### src/rtl/core/sachm_pkg.sv
// Shared constants and types for the set-associative cache hit/miss unit.
`timescale 1ns / 1ps
`default_nettype none

package sachm_pkg;

    localparam int MAX_SETS        = 64;
    localparam int MAX_WAYS        = 8;
    localparam int ADDR_W          = 16;
    localparam int MAX_BLOCK_WORDS = 256;

    localparam int SET_W   = $clog2(MAX_SETS);
    localparam int WAY_W   = $clog2(MAX_WAYS);
    localparam int SLOT_W  = SET_W + WAY_W;
    localparam int SLOTS   = MAX_SETS * MAX_WAYS;
    localparam int STAMP_W = 32;
    localparam int CNT_W   = 32;

    // configuration field widths
    localparam int POL_W  = 2;
    localparam int WPB_W  = 9;
    localparam int SETC_W = 7;
    localparam int WAYC_W = 4;
    localparam int CFG_W  = 9;
    localparam int CFGI_W = 2;

    // divider divisor width covers both the block size and the set count
    localparam int DVS_W = WPB_W;

    localparam logic [CFGI_W-1:0] CFG_POLICY = 2'd0;
    localparam logic [CFGI_W-1:0] CFG_WPB    = 2'd1;
    localparam logic [CFGI_W-1:0] CFG_SETS   = 2'd2;
    localparam logic [CFGI_W-1:0] CFG_WAYS   = 2'd3;

    localparam logic [POL_W-1:0] POL_FIFO = 2'd0;
    localparam logic [POL_W-1:0] POL_LRU  = 2'd1;
    localparam logic [POL_W-1:0] POL_MRU  = 2'd2;

    typedef struct packed {
        logic                en;
        logic                fill;   // 1: tag, fill and use stamp; 0: use stamp only
        logic [SLOT_W-1:0]   slot;
        logic [ADDR_W-1:0]   tag;
        logic [STAMP_W-1:0]  stamp;
    } slot_wr_t;

    typedef struct packed {
        logic                en;
        logic [SET_W-1:0]    row;
        logic [MAX_WAYS-1:0] bits;
    } row_wr_t;

    typedef struct packed {
        logic [ADDR_W-1:0]  tag;
        logic [STAMP_W-1:0] fill_stamp;
        logic [STAMP_W-1:0] use_stamp;
    } slot_rd_t;

endpackage

`default_nettype wire

### src/rtl/core/sachm_div.sv
// Iterative restoring divider, one quotient bit per cycle.
`timescale 1ns / 1ps
`default_nettype none

module sachm_div (
    input  wire logic                          aclk,
    input  wire logic                          aresetn,
    input  wire logic                          start,
    input  wire logic [sachm_pkg::ADDR_W-1:0]  dividend,
    input  wire logic [sachm_pkg::DVS_W-1:0]   divisor,
    output logic                               done,
    output logic [sachm_pkg::ADDR_W-1:0]       quotient,
    output logic [sachm_pkg::DVS_W-1:0]        remainder
);

    localparam int STEP_W = $clog2(sachm_pkg::ADDR_W + 1);

    logic [sachm_pkg::ADDR_W-1:0] quo_reg, quo_next;
    logic [sachm_pkg::DVS_W-1:0]  rem_reg, rem_next;
    logic [sachm_pkg::DVS_W-1:0]  dvs_reg;
    logic [STEP_W-1:0]            cnt_reg, cnt_next;
    logic                         busy_reg, busy_next;
    logic                         done_reg, done_next;

    logic [sachm_pkg::DVS_W:0] shifted;
    logic [sachm_pkg::DVS_W:0] dvs_ext;
    logic [sachm_pkg::DVS_W:0] diff;
    logic                      ge;

    // remainder stays below the divisor, so the shifted value fits one extra bit
    assign shifted = {rem_reg, quo_reg[sachm_pkg::ADDR_W-1]};
    assign dvs_ext = {1'b0, dvs_reg};
    assign ge      = (shifted >= dvs_ext);
    assign diff    = shifted - dvs_ext;

    always_comb begin
        quo_next  = quo_reg;
        rem_next  = rem_reg;
        cnt_next  = cnt_reg;
        busy_next = busy_reg;
        done_next = 1'b0;
        if (start) begin
            quo_next  = dividend;
            rem_next  = '0;
            cnt_next  = STEP_W'(sachm_pkg::ADDR_W);
            busy_next = 1'b1;
        end else if (busy_reg) begin
            quo_next = {quo_reg[sachm_pkg::ADDR_W-2:0], ge};
            rem_next = ge ? diff[sachm_pkg::DVS_W-1:0] : shifted[sachm_pkg::DVS_W-1:0];
            cnt_next = cnt_reg - STEP_W'(1);
            if (cnt_reg == STEP_W'(1)) begin
                busy_next = 1'b0;
                done_next = 1'b1;
            end
        end
    end

    always_ff @(posedge aclk) begin
        if (!aresetn) begin
            busy_reg <= 1'b0;
            done_reg <= 1'b0;
            cnt_reg  <= '0;
        end else begin
            busy_reg <= busy_next;
            done_reg <= done_next;
            cnt_reg  <= cnt_next;
        end
    end

    always_ff @(posedge aclk) begin
        quo_reg <= quo_next;
        rem_reg <= rem_next;
        if (start) begin
            dvs_reg <= divisor;
        end
    end

    assign done      = done_reg;
    assign quotient  = quo_reg;
    assign remainder = rem_reg;

endmodule

`default_nettype wire

### config.mk
export PLATFORM = sky130hd
export DESIGN_NAME = sachm_div
export DESIGN_NICKNAME = d
export VERILOG_FILES = /design/src/rtl/core/sachm_pkg.sv /design/src/rtl/core/sachm_div.sv
export SDC_FILE = /design/constraint.sdc
export NUM_CORES = 1
export LEC_CHECK = 0
export ABC_AREA = 1
export BUFFER_PORTS_ARGS = -buffer_cell sky130_fd_sc_hd__buf_2
export CORE_MARGIN = 3
export CORE_UTILIZATION = 57
export CTS_CLUSTER_DIAMETER = 200
export DETAILED_ROUTE_END_ITERATION = 10
export GPL_ROUTABILITY_DRIVEN = 0
export PLACE_DENSITY = 0.94
export SLEW_MARGIN = 20
export SYNTH_ARGS = -nofsm -noshare
export SYNTH_HDL_FRONTEND = slang
export SYNTH_SLANG_ARGS = --single-unit
### constraint.sdc
create_clock -name aclk -period 4.6 [get_ports aclk]
set_input_delay 0.69 -clock aclk [delete_from_list [all_inputs] [get_ports aclk]]
set_output_delay 0.69 -clock aclk [all_outputs]
set_load 0.005 [all_outputs]
# Yosys cells after proc, flatten, opt, wreduce, memory -nomap -nowiden
# Cells that the tools add are included.
[totals]
register_bits = 41
input_bits = 28
output_inout_bits = 26
wordCells = 25
[classes]
n_addsub = 2
order_cmp = 1
eq_ne = 1
n_mux = 9
bitwise = 2
n_reduce_logical = 3
[ops]
columns = ["cell", "n"]
rows = [
  ["16-bit 2-to-1 mux", 2],
  ["10-bit by 9-bit greater-or-equal comparator with 1-bit output", 1],
  ["5-bit 2-to-1 mux", 2],
  ["9-bit 2-to-1 mux", 1],
  ["9-bit subtractor", 1],
  ["5-bit by 1-bit equality test with 1-bit output (second input constant)", 1],
  ["5-bit by 1-bit subtractor with 5-bit output (second input constant)", 1],
  ["1-bit 2-to-1 mux", 4],
  ["3-bit OR reduction", 1],
  ["1-bit NOT", 2],
  ["2-bit nonzero test", 1],
  ["2-bit OR reduction", 1],
]

# Depth between registers and ports, before layout
[logic_depth]
word_depth = 4
depth_mapped = 12
depth_no_buf = 12

# Least setup slack after synthesis
# No wires, ideal clock.
[synth_timing]
path_type = "reg-to-reg"
startpoint = "register quo_reg, in the netlist quotient[15]"
endpoint = "register rem_reg, in the netlist remainder[0]"
t_arrival_ps = 1647
t_required_ps = 4460
setup_slack_ps = 2813
stages_incl_launch_ff = 12
n_path_buf = 1
cell_sequence = "edfxtp_1 -> inv_1 -> ha_1 -> inv_1 -> fa_1 -> nand2_1 -> nand3_2 -> nand2_2 -> buf_6 -> nand3_1 -> nand3_1 -> o21ai_0"
[synth_between]
elab_chain_len = 2
elab_cells_between_ends = 3
[synth_rtl]
columns = ["element", "line", "rtl"]
rows = [
  ["start, declared", "sachm_div.sv:18", "logic [sachm_pkg::ADDR_W-1:0] quo_reg, quo_next;"],
  ["start signal, assigned", "sachm_div.sv:71", "quo_reg <= quo_next;"],
  ["9-bit subtractor or 10-bit by 9-bit greater-or-equal comparator with 1-bit output (tied branches)", "sachm_div.sv:34, sachm_div.sv:33", ""],
  ["9-bit 2-to-1 mux (*)", "sachm_div.sv:49", "rem_next = ge ? diff[sachm_pkg::DVS_W-1:0] : shifted[sachm_pkg::DVS_W-1:0];"],
  ["end signal, assigned", "sachm_div.sv:72", "rem_reg <= rem_next;"],
  ["end, declared", "sachm_div.sv:19", "logic [sachm_pkg::DVS_W-1:0] rem_reg, rem_next;"],
]
# Every way passes the cells marked *; elsewhere a longest branch is shown, timed or not.
# A chain may end at the register's enable or synchronous reset.

# Worst setup path after layout
[layout_timing]
startpoint = "register quo_reg, in the netlist quotient[15]"
endpoint = "register rem_reg, in the netlist remainder[5]"
# The elaborated chain is that of the path after synthesis.

==> reports/metrics.cfg <==
[status]
status=completed

[synthesis]
synth_flop_cell=edfxtp_1
synth_most_common_cell=nand2_1
synth_edf_count=25
synth-seq-area-share=0.489
synth_compound_area_frac=0.0372
synth_top_family_by_area=simple AND/OR/NAND/NOR gates
syn_area_um2=2190
synth_fp_nets=306
synth.distinct_cells=28
synth_top_area_frac=0.343
synth_xor_area_frac=0.0240
ys_seq_elements=41
synth_cells=266
yosys.area_share.simple=0.292
synthArstFlopShare=0
ys_top_cells_by_count=nand2_1 (94), inv_1 (39), nand3_1 (26), edfxtp_1 (25), dfxtp_1 (16)
yosysWarnings=0
avgSynthCellArea_um2=8.23
muxShareOfSynthArea=0
synth_area_leader_cell=edfxtp_1
synth_fa_ha_area_frac=0.0720
synth_area_leaders=edfxtp_1 (34%), nand2_1 (16%), dfxtp_1 (15%)

[setup_path]
crit_slowest_cell=fa_1
crit_chain=inv_1 -> ha_1 -> inv_1 -> fa_1 -> nand2_1 -> nand3_2 -> nand2_2 -> nand2_2 -> nand3_1 -> nand3_1 -> nand2_1
startpoint_type=flip-flop
required_ns=4.84
critPathKind=flip-flop to flip-flop
path_buf_inv=2
crit_arrival_ns=2.45
crit_fanout=12
slowest_delay_ns=0.43
cp_top_family=simple AND/OR/NAND/NOR gates
end_kind=flip-flop

[power_and_ir_drop]
power_density_nw_per_um2=338
peakVddDrop_uv=285
power.leakage_nw=1.36

[clock_tree]
post_cts_buffers=0
cts_buffers=5
clock_latency_ns=0.30
cts_sinks=41
path_clk_slew_ns=0.08
cts_tree=done
clk_path_buf_depth=2
post_cts_resized=0
ctsHoldBuffers=0
h-tree-depth=2
cts-root-buf=clkbuf_8

[cells_and_area]
num_antenna_cells=0
drive_gt1_frac=0.217
regArea_um2=1070
largest_reg_flops=16
finalNetCount=361
multiInputGateArea_um2=930
syn_to_final_growth_pct=18.4
final_core_util=0.736
fillers=266
finalInstanceArea_um2=2590
stdcell_count=368

[global_route]
grt_pass1_wl_mm=7.75
antenna_found_initial=0
overflow=0
grt_pass1_vias=1778
grtUsageTotal=0.230
grt_max_degree=29

[placement]
place_hpwl_mm=3.69
place.port_buffers=53
dp.cells=360
place_area_um2=2470

[worst_hold_path]
hp-class=flip-flop to flip-flop

[sta]
totalNegativeSetupSlack_ns=0
fmax_ghz=0.454
fin_crit_ns=2.20
fin_crit_sh=0.479
maxSlewViolCount=0
rsz0062_at_grt=no
final_hold_viol_count=0
max_slew_margin=0.541
skew_ns=0.0101
worstMarginPinSlew_ns=0.687
setup_viol=0

[drt]
via_count=1963
wirelength_mm=4.99
drt_iter0_drc=226
post_drt_via_cell_ratio=5.33
antenna_left=0
wire_per_inst_um=13.6
drt-pass1-iter-count=5
drc=0

[floorplan]
dieArea_um2=4620
initial_utilization=0.622
die_y_um=68.0
die_w_um=68.0
core_um2=3520
ios=54
num_rows=21

[run]
drv_cap=0

worst min-delay path, delay by kind of cell, from the launching register on:
family | cells | cell delay [ns]
DFF | 1 | 0.33
and+or+nand+nor | 1 | 0.08
AOI/OAI and AO/OA | 1 | 0.06
logic make-up (layout without fill, tap and decap cells):
| family | Yosys count | in the layout |
|---|---|---|
| buffers and inverters | 45 | 101 |
| AOI/OAI and AO/OA | 14 | 14 |
| xor gates and xnor gates | 6 | 6 |
| and+or+nand+nor | 148 | 148 |
| DFF | 41 | 41 |
| adders and majority gates | 12 | 12 |
report_power, final:
part / leakage [nW] / internal [W] / total, W / switching (W)
Clock: 0.0585 / 0.000177 / 0.000297 / 0.000120
Combinational: 0.919 / 0.0000574 / 0.000141 / 0.0000834
Sequential: 0.383 / 0.000422 / 0.000439 / 0.0000167
stage by stage:
step	total power [W]	hold WS (ns)	setup slack [ns]
floorplan	0.000534	0.471	2.81
global placement	0.000578	0.489	2.33
detailed placement	0.000586	0.499	2.27
CTS	0.000881	0.513	2.46
global route	0.000916	0.537	2.26
finish	0.000876	0.512	2.40
per-layer routing:
layer | routed length, µm | global-route usage
met5 | 0 | 0
met4 | 101 | 0.104
met3 | 339 | 0.0443
met2 | 2560 | 0.397
met1 | 1990 | 0.277
cells in the final DEF (no fill, tap or decap), drive strengths merged:
cell type  synthesis  final
o211ai             1      1
a21oi              5      5
nor4               1      1
buf                3     53
o21ai              4      4
fa                 1      1
dfxtp             16     16
nand2             98     98
nand3b             2      2
nand4              2      2
nor2              15     15
a31oi              1      1
xnor2              5      5
ha                11     11
bufinv             0      1
nor3               2      2
clkbuf             2      7
inv               39     39
edfxtp            25     25
a211oi             1      1
xor2               1      1
o21a               2      2
nand3             28     28
clkinv             1      1
cell type report:
type,count,area share
tap,46,0.0222
inverter,40,0.0580
clock inverter,1,0.0116
multi-input combinational,180,0.359
sequential,41,0.414
timing repair buffer,53,0.102
clock buffer,7,0.0333
path summary, 6_finish.rpt:
path	endpoint	from	cells after the start	slack, ns
setup reg to reg	remainder[5]	quotient[15]	11	2.40
setup / recovery	remainder[5]	quotient[15]	11	2.40
hold reg to reg	cnt_reg[1]	cnt_reg[1]	2	0.51
hold / removal	cnt_reg[1]	cnt_reg[1]	2	0.51
(Power assumes the default switching activity.)
